$ cat config.mk
export PLATFORM = sky130hd
export DESIGN_NAME = gcta_ctrl
export DESIGN_NICKNAME = d
export VERILOG_FILES = /design/src/rtl/core/gcta_pkg.sv /design/src/rtl/core/gcta_ctrl.sv
export SDC_FILE = /design/constraint.sdc
export NUM_CORES = 1
export LEC_CHECK = 0
export BUFFER_PORTS_ARGS = -buffer_cell sky130_fd_sc_hd__buf_4
export CORE_AREA = 2 2 39 41
export DETAILED_ROUTE_END_ITERATION = 10
export DIE_AREA = 0 0 41 43
export PLACE_DENSITY_LB_ADDON = 0.15
export SLEW_MARGIN = 5
export SYNTH_ARGS = -nofsm -noshare
export SYNTH_HDL_FRONTEND = slang
export SYNTH_SLANG_ARGS = --single-unit
export TNS_END_PERCENT = 1
$ cat constraint.sdc
create_clock -name i_clk -period 1.7 [get_ports i_clk]
set_clock_uncertainty 0.1 [all_clocks]
set_input_delay 0.34 -clock i_clk [delete_from_list [all_inputs] [get_ports i_clk]]
set_output_delay 0.34 -clock i_clk [all_outputs]
set_load 0.02 [all_outputs]
$ cat src/rtl/core/gcta_pkg.sv
// shared types and constants for the greedy contention task assigner
`default_nettype none
package gcta_pkg;
    localparam int CostW = 32;
    localparam int IdxW  = 4;
    localparam int IdW   = 5;

    typedef struct packed {
        logic [IdxW-1:0]         robot_index;
        logic [IdxW-1:0]         task_index;
        logic signed [CostW-1:0] entry_cost;
        logic                    load_done;
    } t_in_item;

    typedef struct packed {
        logic [IdW-1:0]          won_robot;
        logic [IdW-1:0]          won_task;
        logic signed [CostW-1:0] won_cost;
        logic                    final_pair;
    } t_out_item;

    // controller to datapath
    typedef struct packed {
        logic start;      // reopen masks, latch size
        logic clr_scan;   // reset scan index and best
        logic scan;       // one element per cycle
        logic pick_turn;  // take best of turn robot as target
        logic fix_turn;   // advance turn to next open robot
        logic cont_init;  // begin contender sweep
        logic cont_best;  // record candidate's best task
        logic cont_cmp;   // compare candidate against winner, step to next
        logic commit;     // close winner and task, form result
    } t_cmd;

    // datapath to controller
    typedef struct packed {
        logic scan_last;
        logic turn_open;
        logic cand_open;
        logic cand_last;
        logic last_pair;
    } t_sts;
endpackage
`default_nettype wire

$ cat src/rtl/core/gcta_ctrl.sv
// solve sequencer for the task assigner
`default_nettype none
module gcta_ctrl
    import gcta_pkg::*;
(
    input  wire logic i_clk,
    input  wire logic i_rst_n,
    input  wire logic i_go,
    input  wire logic i_next,
    input  wire logic i_out_free,
    input  wire t_sts i_sts,
    output t_cmd      o_cmd,
    output logic      o_busy,
    output logic      o_load,
    output logic      o_emit
);
    localparam logic [3:0] S_IDLE  = 4'd0;
    localparam logic [3:0] S_TURN  = 4'd1;
    localparam logic [3:0] S_TSCAN = 4'd2;
    localparam logic [3:0] S_CSEL  = 4'd3;
    localparam logic [3:0] S_CSCAN = 4'd4;
    localparam logic [3:0] S_CRD   = 4'd5;
    localparam logic [3:0] S_CCMP  = 4'd6;
    localparam logic [3:0] S_EMIT  = 4'd7;
    localparam logic [3:0] S_CNEXT = 4'd8;
    localparam logic [3:0] S_WAIT  = 4'd9;

    logic [3:0] r_st, n_st;

    assign o_busy = (r_st != S_IDLE) && (r_st != S_WAIT);
    assign o_load = (r_st == S_IDLE);

    always_comb begin
        o_cmd  = '0;
        o_emit = 1'b0;
        n_st   = r_st;
        case (r_st)
            S_IDLE: begin
                if (i_go) begin
                    o_cmd.start = 1'b1;
                    n_st = S_TURN;
                end
            end
            S_WAIT: begin
                // each transfer during a solve releases the next pair
                if (i_next) n_st = S_TURN;
            end
            S_TURN: begin
                if (i_sts.turn_open) begin
                    o_cmd.clr_scan = 1'b1;
                    n_st = S_TSCAN;
                end else o_cmd.fix_turn = 1'b1;
            end
            S_TSCAN: begin
                o_cmd.scan = 1'b1;
                if (i_sts.scan_last) begin
                    n_st = S_CSEL;
                end
            end
            S_CSEL: begin
                o_cmd.pick_turn = 1'b1;
                o_cmd.cont_init = 1'b1;
                o_cmd.clr_scan  = 1'b1;
                n_st = S_CNEXT;
            end
            S_CNEXT: begin
                if (i_sts.cand_open) begin
                    o_cmd.clr_scan = 1'b1;
                    n_st = S_CSCAN;
                end else if (i_sts.cand_last) n_st = S_EMIT;
                else begin
                    // closed or turn robot: step past it
                    o_cmd.cont_cmp = 1'b1;
                end
            end
            S_CSCAN: begin
                o_cmd.scan = 1'b1;
                if (i_sts.scan_last) n_st = S_CRD;
            end
            S_CRD: begin
                o_cmd.cont_best = 1'b1;
                n_st = S_CCMP;
            end
            S_CCMP: begin
                o_cmd.cont_cmp = 1'b1;
                n_st = S_EMIT;
                if (!i_sts.cand_last) n_st = S_CNEXT;
            end
            S_EMIT: begin
                if (i_out_free) begin
                    o_cmd.commit = 1'b1;
                    o_emit = 1'b1;
                    n_st = i_sts.last_pair ? S_IDLE : S_WAIT;
                end
            end
            default: n_st = S_IDLE;
        endcase
    end

    always_ff @(posedge i_clk) begin
        if (!i_rst_n) begin
            r_st <= S_IDLE;
        end else begin
            r_st <= n_st;
        end
    end
endmodule
`default_nettype wire

# Word-level counts from Yosys, hierarchy flattened
# Index checks and enable logic that the tools add are counted.
[totals]
word_cells = 49
inputBits = 10
output_inout_bits = 12
register_bits = 4
[op_classes]
eq_ne = 17
n_mux = 26
reduce_logical = 5
[ops]
columns = ["operator", "n"]
rows = [
  ["2-to-1 mux 4 bit", 10],
  ["case mux 4 bit (10 select lines)", 1],
  ["equality test 4 x 3 -> 1 bit, second input constant", 4],
  ["2-to-1 mux 1 bit", 13],
  ["inequality test 2 bit, second input constant", 6],
  ["equality test 4 x 2 -> 1 bit, second input constant", 2],
  ["equality test 4 bit, second input constant", 2],
  ["AND reduction 7 bit", 1],
  ["equality test 4 x 1 -> 1 bit, second input constant", 1],
  ["zero test 4 bit", 1],
  ["inequality test 4 bit, second input constant", 1],
  ["nonzero test 4 bit", 1],
  ["inequality test 3 bit, second input constant", 1],
  ["case mux 1 bit (3 select lines)", 1],
  ["case mux 1 bit (2 select lines)", 1],
  ["OR reduction 2 bit", 1],
  ["logical AND 1 bit", 1],
]

# Longest topological paths before layout
# Gate-level depths: netlist (run 1).
[logic_depth]
depth_word = 3
mapped_depth = 5
depth_no_buf = 4

# Worst setup path before layout (run 1)
# OpenSTA, ideal clock, no wires.
[synth_timing]
path_kind = "reg-to-output"
from = "register r_st[1]"
to = "output o_cmd[8] in the netlist's numbering"
t_required_ps = 1260
arrival_time_ps = 1709
path_stages_with_launch = 5
slack_ps = -449
path_buffers = 2
cell_sequence = "dfxtp_1 buf_6 clkbuf_1 nor4_1 and2_1"
[synth_lines]
columns = ["element", "line", "source"]
rows = [
  ["start: declaration", "gcta_ctrl.sv:28", "logic [3:0] r_st, n_st;"],
  ["start signal: assignment", "gcta_ctrl.sv:104", "r_st <= n_st;"],
  ["end: declaration", "gcta_ctrl.sv:12", "output t_cmd o_cmd,"],
]

==> results.ini, run 1 <==
[layout]
final_area_um2 = 860
area_growth_pct = 65.5
drive_gt1_share_pct = 55.9
ff_latch_area_um2 = 92.6
largest_registers = r_st: 4 flops
multi_input_area_um2 = 428
largest_register = r_st
nets = 114
n_antenna_cell = 0
largest_reg_flops = 4
fill_cells = 127

[floorplan]
die_y_um = 43
die-area_um2 = 1760
rows = 14
start_util_pct = 37.5
die_w_um = 41
core_um2 = 1380
boundaryPins = 22

[setup_path]
critical_path_class = register to output port
r2r-start = r_st[0]
start_kind = register
arrival_ns = 1.27
worstSetupEndpointType = output port
reg2reg_depth = 4
required_ns = 1.26
startpoint = r_st[3]
reg2reg_slack_ns = 0.04
crit_fanout = 6
cp-endpoint = o_cmd[8]
r2r-end = r_st[1]

[cts]
cts_buffers = 3
htree_levels = 1
clkLatencyLatePin_ns = 0.24
cts.clk_slew.worst_paths_ns = 0.04
cts-root-buf = clkbuf_4
cts_buffer_depth = 2
tritoncts = built
cts.sinks = 4
cts_hold_buf = 0

[power_and_ir_drop]
vdd_drop_max_mv = 0.865
switchingPower_uw = 636
power.density_nw_per_um2 = 1600
combPwrFrac_pct = 75.4
clkPwrFrac_pct = 8.8
intPower_uw = 738
pwr-share-seq_pct = 15.9
switching_share_pct = 46.3
power.leakage_uw = 0.000355

[timing]
fin_ws_ns = -0.0137
setup_viol = 2
report.final.slew_viol_count = 0
post-route-period-util_pct = 101
fin_setup_tns_ns = -0.0188
post-route-min-period_ns = 1.71
fmaxAchievable_mhz = 584
tightest_slew_ns = 0.344
hold_slack_ns = 0.268
finalHoldViolations = 0
rsz0062_at_grt = true
relSlewSlack_pct = 77.0

[synth]
ys_warn_count = 0
synthAdderAreaFrac_pct = 0
synth_compound_area_share_pct = 26.3
muxShareOfSynthArea_pct = 3.86
synth.distinct_cells = 32
synth_fp_nets = 84
ys_seq_area_share_pct = 15.4
synth-seq-cells = 4
synth_top_family_by_area = simple AND/OR/NAND/NOR gates
avgSynthCellArea_um2 = 7.02
synth-simple-area-share_pct = 38.6
synthCells = 74
netlist_area_um2 = 519
synth_xor_area_share_pct = 1.69

[detailed_routing]
vias_per_cell = 5.26
ant_nets = 0
vias = 621
drcViolationCount = 0
dr.first_iter.drc_count = 12
drt_wl_total_mm = 1.42
drtPass1Iterations = 5
wl_per_cell_um = 12.0

[grt]
grt_pass1_vias = 554
grt_overflow_total = 0
grt_pass1_wl_mm = 2.34
grt_usage_pct = 19.5
grt_start_max_net_pins = 13
antenna_found_initial = 0

[worst_hold_path]
hold_class = input pin to register

[outcome]
status = finished with violations
violations = setup timing

[job]
cap_violations = 0

[place]
numPortBuffers = 21
dp_hpwl_mm = 1.05
dpl_cell_area_um2 = 731
gp_congestion = 0.783

-- through the flow --
step	total power [µW]	std cells	setup WS, ns	util [%]
floorplan	815	74	-0.169	-
global placement	1090	112	0.000682	52.8
detailed placement	1100	112	0.0140	52.8
CTS	1340	118	-0.0326	60.4
global route	1490	118	-0.0812	62.1
finish	1370	118	-0.0137	62.1
-- area by class of cell --
class	instances	area share, %
clock buffer	3	2.62
inverter	4	1.75
multi-input combinational	57	49.8
sequential	4	10.8
tap	16	2.33
timing repair buffer	34	32.8
-- cell usage after synthesis --
cell type	number	area share [%]
buf_6	2	4.3
a22oi_1	2	2.9
a21oi_1	2	1.9
nor4b_1	1	1.7
nand2b_1	3	3.6
a31oi_1	3	3.6
nor4_1	2	2.4
o32ai_1	1	1.7
nor4bb_1	1	1.9
and3_4	1	2.2
nor2b_1	3	3.6
buf_4	2	2.9
o2111ai_1	1	1.7
dfxtp_1	4	15
and2_1	1	1.2
clkbuf_1	2	1.4
nor4b_2	1	2.9
nand2_1	8	5.8
inv_2	1	0.72
inv_1	3	2.2
or4_4	1	2.2
a211oi_2	2	4.8
o21ai_0	6	5.8
nor3_1	5	4.8
buf_1	1	0.72
nand3_1	2	1.9
xnor2_1	1	1.7
nor2_1	6	4.3
buf_2	2	1.9
a311oi_2	1	2.9
mux2i_1	2	3.9
o21ai_1	1	0.96
-- cells by family after synthesis --
| kind of cell | after synthesis |
|---|---|
| flops | 4 |
| compound gates | 19 |
| xor+xnor | 1 |
| buf+inv | 13 |
| simple gates | 35 |
| mux | 2 |
-- power by group through the flow --
stage	clock network (µW)	logic [µW]	registers [µW]
6_report	120	1040	218
5_1_grt	133	1130	227
2_1_floorplan	0	672	143
3_3_place_gp	0	896	197
4_1_cts	126	1000	213
3_5_place_dp	0	900	196
-- worst min path at each step --
stage	startpoint	end	slack [ns]	cells after the start
after floorplan	i_rst_n	r_st[3]	0.39	2
after global placement	i_rst_n	r_st[3]	0.52	3
after detailed placement	i_rst_n	r_st[3]	0.52	3
after CTS	i_rst_n	r_st[3]	0.26	3
after global routing	i_rst_n	r_st[3]	0.28	3
final	i_rst_n	r_st[3]	0.27	3
-- critical path, stage by stage (launching register included) --
cell and delay (ns):
dfxtp_4 0.36, buf_6 0.12, nor4_4 0.27, and2_1 0.17
buf_6 0.11
-- cells in the final DEF, fill, tap and decap left out, types with 2 or more instances in the layout --
cell type / instances
o21ai_0: 3
nand3_1: 2
buf_6: 5
o21ai_1: 4
inv_1: 3
nor2_2: 2
a211oi_2: 2
mux2i_1: 2
nor3_1: 2
dfxtp_4: 3
buf_4: 28
nor3_2: 2
nand2b_1: 3
clkbuf_4: 3
nand2_1: 8
a22oi_1: 2
nor2_1: 4
nor2b_1: 2
a31oi_1: 3
-- metal layers --
layer  vias to the layer above  part of all wire [%]  GRT usage [%]
li1                        322                     -              -
met4                         0                   1.8           8.00
met1                       275                    41           22.8
met3                         4                   6.3           4.71
met5                         -                     0              0
met2                        20                    51           31.9
-- timing repair --
action                                  4_1_cts  5_1_grt
endpoints found under the setup margin       12       10
pin swaps                                     2        4
buffers inserted                              3        0
gates resized for setup                      18        8
No activity file was read; power rests on OpenSTA's default activity.
==> run 2, diff against run 1 <==
Settings changed: ABC_AREA set to 1.
==> results.ini, run 2 <==
[outcome]
status = completed

[layout]
layout_common_cells = buf_4, nand2_1, inv_1, nand3_1, nand2_2
final_common_cell = buf_4
nets = 134
final_area_um2 = 848
multi_input_area_um2 = 395
drive_gt1_share_pct = 50.8
stdcell_count = 138
n_antenna_cell = 0
ff_latch_area_um2 = 95.1
fill_cells = 136
largest_register = r_st
largest_registers = r_st: 4 flops
largest_reg_flops = 4
fin_util_pct = 61.3
area_growth_pct = 64.6

[synth]
async_flop_share_pct = 0
ys_seq_area_share_pct = 15.5
yosys-top-cells-area = nand2_1, dfxtp_1, inv_1, nand3_1, nor2_4
synth.distinct_cells = 17
synth_flop_cell = dfxtp_1
synth.most_common_cell = nand2_1
synth_top_cell_area_share_pct = 18.2
netlist_area_um2 = 515
yosysTopAreaCell = nand2_1
synth_fp_nets = 102
ys_warn_count = 0
avgSynthCellArea_um2 = 5.60
yosys-top-cells-count = nand2_1, inv_1, nand3_1
synth_edf_count = 0
synthCells = 92
synth-seq-cells = 4

[timing]
finalHoldViolations = 0
tightest_slew_ns = 0.237
relSlewSlack_pct = 84.1
setup_viol = 0
fin_setup_tns_ns = 0
rsz0062_at_grt = true
fmaxAchievable_mhz = 599
post-route-period-util_pct = 98.3
post-route-min-period_ns = 1.67
report.final.slew_viol_count = 0
hold_slack_ns = 0.277

[setup_path]
reg2reg_slack_ns = 0.23
reg2reg_depth = 10
critical_path_class = register to output port
crit_fanout = 5
required_ns = 1.26
worstSetupEndpointType = output port
start_kind = register
arrival_ns = 1.23

[power_and_ir_drop]
vdd_drop_max_mv = 0.848
combPwrFrac_pct = 75.8
switchingPower_uw = 585
pwr-share-seq_pct = 14.9
switching_share_pct = 48.2
intPower_uw = 629
clkPwrFrac_pct = 9.2
power.density_nw_per_um2 = 1430
power.leakage_uw = 0.000470

[job]
cap_violations = 0

[cts]
cts.clk_slew.worst_paths_ns = 0.04
htree_levels = 1
cts.sinks = 4
tritoncts = built
cts_buffer_depth = 2
cts_hold_buf = 0
clkLatencyLatePin_ns = 0.23
cts_buffers = 3
cts-root-buf = clkbuf_4

[grt]
grt_pass1_vias = 546
grt_overflow_total = 0
grt_start_max_net_pins = 9
grt_pass1_wl_mm = 2.06
grt_usage_pct = 16.9
antenna_found_initial = 0

[worst_hold_path]
hold_depth = 3
hold_class = input pin to register

[detailed_routing]
drcViolationCount = 0
wl_per_cell_um = 10.3
vias_per_cell = 4.75
drt_wl_total_mm = 1.43
dr.first_iter.drc_count = 12
drtPass1Iterations = 4
ant_nets = 0
vias = 656

[place]
numPortBuffers = 21
dpl_cell_area_um2 = 701
dp_hpwl_mm = 1.07
dp_cells = 128
gp_congestion = 0.824

[floorplan]
boundaryPins = 22
die_y_um = 43
die-area_um2 = 1760
start_util_pct = 37.3
rows = 14
die_w_um = 41
core_um2 = 1380

## run 2: cell types whose count changed after synthesis, sizes merged, moves of 3 or more
cell    delta
nand2     +20
inv       +17
nand3     +12
nor2       +8
o21ai      -7
buf        -5
nor3       -5
a31oi      -3
nand2b     -3
nor2b      -3
## run 2: layout make-up
type / count / area share, %
clock buffer: 3 / 2.65
inverter: 21 / 9.29
multi-input combinational: 65 / 46.6
sequential: 4 / 11.2
tap: 16 / 2.36
timing repair buffer: 29 / 27.9
## run 2: power by group through the flow
stage                     Sequential (µW)  Combinational, µW  Clock (µW)
after floorplan                       154                498           0
after CTS                             182                731         120
after detailed placement              158                710           0
final                                 181                921         112
after global placement                155                709           0
after global routing                  186               1000         128
## run 2: logic make-up after synthesis
group | after synthesis | share of synthesized area [%]
and+or+nand+nor | 60 | 60.7
buffers and inverters | 23 | 18.2
AOI/OAI and AO/OA | 5 | 5.58
DFF | 4 | 15.5
## run 2: what timing repair did
item	in CTS	in global routing
setup endpoints to repair	7	7
pin swaps	1	9
buffers inserted	0	7
gates cloned	0	0
resized for setup	11	15
## run 2: worst paths after layout
check	to	start
max reg2reg	r_st[1]	r_st[3]
min	r_st[0]	i_rst_n
min reg2reg	r_st[3]	r_st[3]
max	o_cmd[4]	r_st[0]
## run 2: metrics by stage
step	total power (µW)	worst slack [ns]
floorplan	651	0.133
global placement	864	0.188
detailed placement	868	0.151
CTS	1030	0.00555
global route	1310	-0.0432
finish	1210	0.0297
## run 2: critical path, stage by stage (launching register included)
cell and delay, ns:
dfxtp_4 0.37, inv_1 0.07, nor2_4 0.15, buf_4 0.14, nand3_2 0.10, inv_2 0.07, buf_6 0.11
## run 2: per-layer routing
metal	vias up	GRT usage, %	share of wire, %
met5	-	0	0
met4	0	11.3	0.63
met3	2	3.14	3.9
met2	16	24.4	52
met1	295	21.5	43
li1	343	-	-
==> run 3, diff against run 2 <==
Settings changed: BUFFER_PORTS_ARGS -buffer_cell sky130_fd_sc_hd__buf_4 to -buffer_cell sky130_fd_sc_hd__buf_2.
==> results.ini, run 3 (synthesized netlist as in run 2, its figures left out) <==
[layout]
final_common_cell = nand2_1
drive_gt1_share_pct = 46.7
area_growth_pct = 49.0
largest_registers = r_st: 4 flops
layout_common_cells = nand2_1, inv_1, buf_2, nand3_1, buf_4
final_area_um2 = 768
n_antenna_cell = 0
stdcell_count = 136
fill_cells = 160
nets = 132
largest_reg_flops = 4
largest_register = r_st
fin_util_pct = 55.5

[setup_path]
critPathTopFamily = simple AND/OR/NAND/NOR gates
crit_fanout = 7
worst-path-buf-inv = 2
cp_cell_sequence = buf_4 -> nor2_4 -> nand2_2 -> nand2_2 -> buf_4
worstSetupEndpointType = output port
start_kind = register
r2r-end = r_st[0]
slowest_stage = dfxtp_2
reg2reg_slack_ns = 0.11
arrival_ns = 1.28
required_ns = 1.26
max_stage_delay_ns = 0.34
critical_path_class = register to output port
reg2reg_depth = 10
r2r-start = r_st[3]

[place]
dpl_cell_area_um2 = 648
dp_cells = 128
dp_hpwl_mm = 1.06
numPortBuffers = 21
gp_congestion = 0.875

[timing]
tightest_slew_ns = 0.203
post-route-min-period_ns = 1.72
fin_setup_tns_ns = -0.0169
fmaxAchievable_mhz = 582
setup_viol = 1
rsz0062_at_grt = true
relSlewSlack_pct = 86.4
fin_ws_ns = -0.0169
report.final.slew_viol_count = 0
finalHoldViolations = 0
post-route-period-util_pct = 101

[cts]
tritoncts = built
cts.clk_slew.worst_paths_ns = 0.03
htree_levels = 1
cts-root-buf = clkbuf_4
cts_hold_buf = 0
cts.sinks = 4
clkLatencyLatePin_ns = 0.22
cts_buffer_depth = 2
cts_buffers = 3

[outcome]
violations = setup timing
status = finished with violations

[floorplan]
die_y_um = 43
core_um2 = 1380
rows = 14
boundaryPins = 22
die_w_um = 41
die-area_um2 = 1760
start_util_pct = 37.3

[power_and_ir_drop]
power.density_nw_per_um2 = 1400
power.leakage_uw = 0.000455
vdd_drop_max_mv = 0.849

[grt]
grt_overflow_total = 0
grt_pass1_wl_mm = 2.08
antenna_found_initial = 0
grt_pass1_vias = 540
grt_start_max_net_pins = 8
grt_usage_pct = 16.6

[detailed_routing]
dr.first_iter.drc_count = 2
drtPass1Iterations = 2
ant_nets = 0
drcViolationCount = 0
drt_wl_total_mm = 1.39
vias = 641
wl_per_cell_um = 10.2
vias_per_cell = 4.71

[worst_hold_path]
hold_path_end = r_st[1]
hold_depth = 3
min_from = i_rst_n
hold_class = input pin to register

[job]
cap_violations = 0

run 3: how the worst max path moves through the flow:
stage               startpoint       end  depth (start not counted)
global placement       r_st[2]  o_cmd[7]                          4
floorplan              r_st[2]  o_cmd[0]                          3
finish                 r_st[3]  o_cmd[6]                          5
CTS                    r_st[2]  o_cmd[6]                          5
global route           r_st[3]  o_cmd[6]                          5
detailed placement     r_st[0]  o_cmd[7]                          5
run 3: timing repair:
action                                  CTS  global route
endpoints found under the setup margin    7             7
buffers inserted                          1             4
resized for setup                        10            11
hold endpoints to repair                  0             0
pin swaps                                 1             4
run 3: worst min-delay path, cell delays in order:
cell	delay [ns]
buf_2	0.07
inv_1	0.06
a21oi_1	0.10
run 3: where the power goes:
part	leakage, µW	total (µW)	switching (µW)	internal [µW]
logic	0.000406	769	475	294
registers	0.0000350	193	58.3	135
clock network	0.0000138	110	31.8	78.5
run 3: metrics by stage:
| step | hold slack (ns) | total power, µW | worst slack [ns] |
|---|---|---|---|
| after floorplan | 0.402 | 651 | 0.133 |
| after global placement | 0.411 | 809 | 0.172 |
| after detailed placement | 0.415 | 816 | 0.156 |
| after CTS | 0.286 | 981 | 0.00704 |
| after global routing | 0.305 | 1180 | -0.0745 |
| final | 0.285 | 1070 | -0.0169 |
run 3: final cells by class:
| type | instances | area, µm² | share of cell area [%] |
|---|---|---|---|
| Multi-Input combinational cell | 65 | 393 | 51.1 |
| Inverter | 21 | 78.8 | 10.3 |
| Sequential cell | 4 | 90.1 | 11.7 |
| Timing Repair Buffer | 27 | 164 | 21.3 |
| Tap cell | 16 | 20.0 | 2.61 |
| Clock buffer | 3 | 22.5 | 2.93 |
run 3: metal layers:
metal,global-route usage (%),wire (µm),up-vias
met4,9.33,25,0
met1,22.4,621,282
met2,24.1,695,15
met3,2.62,46,4
li1,-,-,340
met5,0,0,-
